===== src/hw/rtl/quaternion_to_euler_angles_macros.svh =====
// Assertion helpers for the RTL, used by qte_back.
`ifndef QUATERNION_TO_EULER_ANGLES_MACROS_SVH
`define QUATERNION_TO_EULER_ANGLES_MACROS_SVH
`ifndef SYNTHESIS
`define QTE_ASSERT_IMPLY(label, clk, rst_n, ante, cons) \
    label: assert property (@(posedge clk) disable iff (!rst_n) (ante) |-> (cons)) \
        else $error("assertion failed");
`define QTE_ASSERT_NEXT(label, clk, rst_n, ante, cons) \
    label: assert property (@(posedge clk) disable iff (!rst_n) (ante) |=> (cons)) \
        else $error("assertion failed");
`else
`define QTE_ASSERT_IMPLY(label, clk, rst_n, ante, cons)
`define QTE_ASSERT_NEXT(label, clk, rst_n, ante, cons)
`endif
`endif


===== src/hw/rtl/qte_pkg.sv =====
`default_nettype none
package qte_pkg;

    localparam int CW     = 48;  // CORDIC x/y, Q30 with headroom
    localparam int AW     = 34;  // angle accumulator, 2^-32 turn
    localparam int QW     = 32;  // clamped pitch term in Q30
    localparam int RW     = 61;  // 2^60 - t2q^2
    localparam int PW     = 51;  // angle times degree scale
    localparam int QDEPTH = 4;
    localparam int QPW    = 2;
    localparam int QCW    = 3;

    localparam logic signed [AW-1:0] HALF_TURN = 34'sd2147483648;
    localparam logic signed [16:0]   DEG_SCALE = 17'sd46080;

    typedef logic signed [CW-1:0] t_coord;
    typedef logic signed [AW-1:0] t_ang;

    typedef struct packed {
        t_coord x;
        t_coord y;
        t_ang   ang;
        logic   zero;
    } t_lane;

    typedef struct packed {
        t_coord                roll_y;
        t_coord                roll_x;
        t_coord                yaw_y;
        t_coord                yaw_x;
        logic signed [QW-1:0]  t2q;
        logic [RW-1:0]         rem;
        logic                  clamped;
    } t_qent;

    function automatic t_ang atan_val(input logic [4:0] i);
        t_ang v;
        unique case (i)
            5'd0:  v = 34'sd536870912;
            5'd1:  v = 34'sd316933406;
            5'd2:  v = 34'sd167458907;
            5'd3:  v = 34'sd85004756;
            5'd4:  v = 34'sd42667331;
            5'd5:  v = 34'sd21354465;
            5'd6:  v = 34'sd10679838;
            5'd7:  v = 34'sd5340245;
            5'd8:  v = 34'sd2670163;
            5'd9:  v = 34'sd1335087;
            5'd10: v = 34'sd667544;
            5'd11: v = 34'sd333772;
            5'd12: v = 34'sd166886;
            5'd13: v = 34'sd83443;
            5'd14: v = 34'sd41722;
            5'd15: v = 34'sd20861;
            5'd16: v = 34'sd10430;
            5'd17: v = 34'sd5215;
            5'd18: v = 34'sd2608;
            5'd19: v = 34'sd1304;
            5'd20: v = 34'sd652;
            5'd21: v = 34'sd326;
            5'd22: v = 34'sd163;
            5'd23: v = 34'sd81;
            default: v = '0;
        endcase
        return v;
    endfunction

    // Left half-plane vectors are turned by 180 degrees first.
    function automatic t_lane cordic_init(input t_coord y, input t_coord x);
        t_lane l;
        l.zero = (x == '0) && (y == '0);
        if (x < 0) begin
            l.ang = (y >= 0) ? HALF_TURN : -HALF_TURN;
            l.x   = -x;
            l.y   = -y;
        end else begin
            l.ang = '0;
            l.x   = x;
            l.y   = y;
        end
        return l;
    endfunction

    function automatic t_lane cordic_step(input t_lane l, input logic [4:0] i);
        t_lane  r;
        t_coord xs;
        t_coord ys;
        xs = l.x >>> i;
        ys = l.y >>> i;
        r.zero = l.zero;
        if (l.y >= 0) begin
            r.x   = l.x + ys;
            r.y   = l.y - xs;
            r.ang = l.ang + atan_val(i);
        end else begin
            r.x   = l.x - ys;
            r.y   = l.y + xs;
            r.ang = l.ang - atan_val(i);
        end
        return r;
    endfunction

endpackage
`default_nettype wire


===== src/hw/rtl/qte_queue.sv =====
`default_nettype none
module qte_queue (
    input  wire logic                     i_clk,
    input  wire logic                     i_rst_n,
    input  wire logic                     i_push,
    input  wire qte_pkg::t_qent           i_ent,
    input  wire logic                     i_pop,
    output qte_pkg::t_qent                o_ent,
    output logic                          o_empty,
    output logic [qte_pkg::QCW-1:0]       o_count
);
    import qte_pkg::*;

    t_qent r_mem [QDEPTH];
    logic [QPW-1:0] r_wr, r_rd;
    logic [QCW-1:0] r_count;

    always_ff @(posedge i_clk) begin
        if (!i_rst_n) begin
            r_wr    <= '0;
            r_rd    <= '0;
            r_count <= '0;
        end else begin
            if (i_push) r_wr <= r_wr + QPW'(1);
            if (i_pop)  r_rd <= r_rd + QPW'(1);
            r_count <= r_count + QCW'(i_push) - QCW'(i_pop);
        end
    end

    always_ff @(posedge i_clk) begin
        if (i_push) r_mem[r_wr] <= i_ent;
    end

    assign o_ent   = r_mem[r_rd];
    assign o_empty = (r_count == '0);
    assign o_count = r_count;

endmodule
`default_nettype wire


===== config.mk =====
export PLATFORM = sky130hd
export DESIGN_NAME = qte_queue
export DESIGN_NICKNAME = d
export VERILOG_FILES = /design/src/hw/rtl/quaternion_to_euler_angles_macros.svh /design/src/hw/rtl/qte_pkg.sv /design/src/hw/rtl/qte_queue.sv
export SDC_FILE = /design/constraint.sdc
export NUM_CORES = 1
export LEC_CHECK = 0
export BUFFER_PORTS_ARGS = -buffer_cell sky130_fd_sc_hd__buf_2
export CAP_MARGIN = 25
export CORE_MARGIN = 2
export CORE_UTILIZATION = 51
export DETAILED_ROUTE_END_ITERATION = 12
export PLACE_DENSITY_LB_ADDON = 0.25
export SLEW_MARGIN = 20
export SYNTH_ARGS = -nofsm -noshare
export SYNTH_HDL_FRONTEND = slang
export SYNTH_SLANG_ARGS = --single-unit

===== constraint.sdc =====
create_clock -name i_clk -period 9.55 [get_ports i_clk]
set_clock_uncertainty 0.15 [all_clocks]
set_input_delay 1.91 -clock i_clk [delete_from_list [all_inputs] [get_ports i_clk]]
set_output_delay 1.91 -clock i_clk [all_outputs]
set_load 0.005 [all_outputs]

==> results by group <==
Global route
  – Initial antenna violation count: 29
  – Pin count of the biggest net entering global routing: 160
  – GRT Total Usage: 20.0%
  – First-pass GRT wire length: 126 mm
  – Vias in the first global route: 19600
  – Grt ovf: 0

STA
  – Setup_tns: 0 ns
  – Worst-margin pin slew: 1.09 ns
  – Final max-slew violation count: 0
  – Slew HR: between 20% and 30%
  – Post-layout min period: 5.40 ns
  – Period Utilization, post-route: 56.5%
  – RSZ-0062 raised after global routing: no
  – F_max: 0.185 GHz
  – Final hold viol count: 0
  – Final setup vio count: 0

Detailed routing
  – Final antenna-violating net count: 0
  – DR vias/cell: 5.58
  – DR iter-0 viols: 1148
  – WL final: 84.8 mm
  – # DRC: 0
  – Vias post-DR: 18700
  – Avg WL per Cell: 25.3 µm
  – First-pass iteration count of the detailed router: 5

Power and ir drop
  – Clock network fraction of total power: 38.2%
  – P_int: 8690 µW
  – Power density over the cells: 223 mW/mm²
  – Switching power: 2350 µW
  – Sequential share of power: a little over half
  – P_leak: 0.0167 µW
  – Peak VDD IR: between 0.2 and 0.25 mV
  – Switching share of power: 21.3%
  – Gate power share: 8.5%

Floorplanning
  – Die W: 291 µm
  – Die Y: around 290 µm
  – Initial Utilization: 51.4%
  – Num rows: 105
  – Die area: 0.0847 mm²
  – CORE AREA: 0.0818 mm²
  – Ports: 580

Min path
  – Min-delay src: r_rd[0]$_SDFFE_PN0P_
  – Worst min path class: reg -> reg

Logic synthesis
  – Sequential fraction of the synthesis area: 82.2%
  – Cell Area, Synth: 0.0420 mm²
  – Yosys warns: 0
  – Cells after Synth: 1536
  – Synthesized Nets: approximately 1800
  – Synthesized flop and latch total: 1153
  – Syn Area/Cell: 27.4 µm²
  – Distinct cell type count after synthesis: 20

Worst setup path
  – Delay-heaviest family, CP: buffers and inverters
  – Worst-path maximum fanout: between 150 and 200
  – CP Capture Type: output pin
  – WP buf/inv: 3
  – Slowest cell on crit path: buf_4
  – Critical-path cell list: buf_12 -> buf_4 -> mux4_1 -> buf_2
  – CP Launch Type: flip-flop
  – CP Class: reg -> out
  – FF-to-FF Start: r_wr[0]$_SDFFE_PN0P_
  – CP arrival: 3.34 ns
  – Largest stage delay, worst path: 0.87 ns
  – Req. time, crit path: 7.49 ns

CTS
  – Hold Buf Count CTS: 0
  – Worst skew pair latency: 0.65 ns
  – CTS sink count: 1153
  – CTS clock-pin slew for the worst setup and hold paths: roughly 0.06 ns
  – H-tree depth: 3
  – CTS resizes: 0
  – Total CTS buffers: 111
  – CTS root buffer: clkbuf_16
  – CTS tree: done
  – Setup Fix Bufs, Post-CTS: 0
  – Longest Clk Path Bufs: 3

Placed design
  – Post-DP HPWL: slightly above 50 mm
  – RD Place Congestion: 0.752
  – DP Cell Count: between 3000 and 4000
  – Port bufs: 579

Finish
  – Fillers: approximately 5600
  – Post-route insts no fill: 3355
  – Area growth, synth to finish: 18.0%
  – Nets: approximately 2500
  – Layout cells sized above 1: 42.6%

Outcome
  – Run status: completed

Run
  – Max Cap Viol: 0
-- cells by family (layout without fill, tap and decap cells) --
logic type,Yosys count,count (layout),share of synthesized area (%)
other,0,11,0
and+or+nand+nor,13,13,0.164
buffers and inverters,71,809,1.25
xor gates and xnor gates,3,3,0.0982
muxes,287,287,16.1
adders and majority gates,7,7,0.226
DFF,1153,1153,82.2
AOI/OAI and AO/OA,2,2,0.0357
-- Yosys cell counts --
library cell,number,area [µm²]
edfxtp_1,1144,34400
mux4_2,205,4620
mux4_1,81,2130
buf_2,30,150
buf_6,25,282
dfxtp_1,9,180
inv_1,7,26.3
and2_1,6,37.5
clkbuf_1,6,22.5
ha_1,6,75.1
nor2_1,5,18.8
buf_8,3,45.0
xnor2_1,2,17.5
a21bo_2,1,10.0
a21oi_1,1,5.00
fa_1,1,20.0
mux2i_1,1,10.0
nand3b_1,1,7.51
nor3_1,1,5.00
xor3_1,1,23.8
-- worst paths after layout --
check	to	slack (ns)	cells past startpoint
min	flip-flop	0.39	2
max	o_ent[256]	4.15	4
min reg2reg	flip-flop	0.39	2
max reg2reg	r_mem[3][204]$_DFFE_PP_	6.73	3
-- area by class of cell --
cell class | instances | area, µm² | area share [%]
Antenna cell | 11 | 27.5 | 0.0555
Clock buffer | 133 | 2880 | 5.81
Clock inverter | 71 | 678 | 1.37
Inverter | 7 | 26.3 | 0.0530
Multi-Input combinational cell | 312 | 6990 | 14.1
Sequential cell | 1153 | 34500 | 69.6
Tap cell | 1070 | 1340 | 2.70
Timing Repair Buffer | 598 | 3140 | 6.33
-- power by group through the flow --
stage          Sequential [µW]  Combinational, µW  Clock (µW)
6_report                  5880                943        4220
5_1_grt                   5900               1010        4520
4_1_cts                   5890                968        4310
3_5_place_dp              5990                965           0
3_3_place_gp              5970                954           0
2_1_floorplan             6030                525           0
-- worst reg2reg max path: cells and delay by family (launching register included) --
kind	cells	cell delay, ns
simple gates	1	0.73
buf+inv	1	0.65
flops	1	0.40
fa+ha+maj	1	0.17
-- flip-flops by register name, indices dropped and copies added, names as in the netlist, named ones only --
signal   flops
o_count      3
r_mem     1144
r_rd         2
r_wr         2
-- metrics by stage --
| step | utilization (%) | hold slack, ns | setup slack [ns] | power, µW | area (µm²) |
|---|---|---|---|---|---|
| 2_1_floorplan | - | 0.349 | 0.353 | 6550 | 42000 |
| 3_3_place_gp | 56.2 | 0.356 | 4.77 | 6930 | 46000 |
| 5_1_grt | 60.6 | 0.429 | 3.96 | 11400 | 49600 |
| 4_1_cts | 60.6 | 0.399 | 4.07 | 11200 | 49600 |
| 3_5_place_dp | 56.2 | 0.393 | 4.78 | 6960 | 46000 |
| 6_report | 60.6 | 0.393 | 4.15 | 11000 | 49600 |
-- metal layers --
metal  GRT usage (%)  share of wire, %  up-vias
met2            34.5                53      585
met3            5.15               6.3      159
li1                -                 -     8076
met4            7.01               3.0       24
met1            24.6                38     9863
met5               0              0.18        -
-- cell usage in the layout, fill, tap and decap left out, types with 2 or more instances in the layout --
cell           n
and2_1         2
and2_4         4
buf_12         8
buf_2        579
buf_4         11
bufinv_16     10
clkbuf_1      21
clkbuf_16    112
clkinv_1      24
clkinv_16      2
clkinv_2      25
clkinv_4       2
clkinvlp_4     5
dfxtp_1        7
dfxtp_4        2
diode_2       11
edfxtp_1    1144
ha_1           6
inv_1          7
mux4_1        81
mux4_2       205
nor2_1         5
xnor2_1        2
No activity file was read; power rests on OpenSTA's default activity.
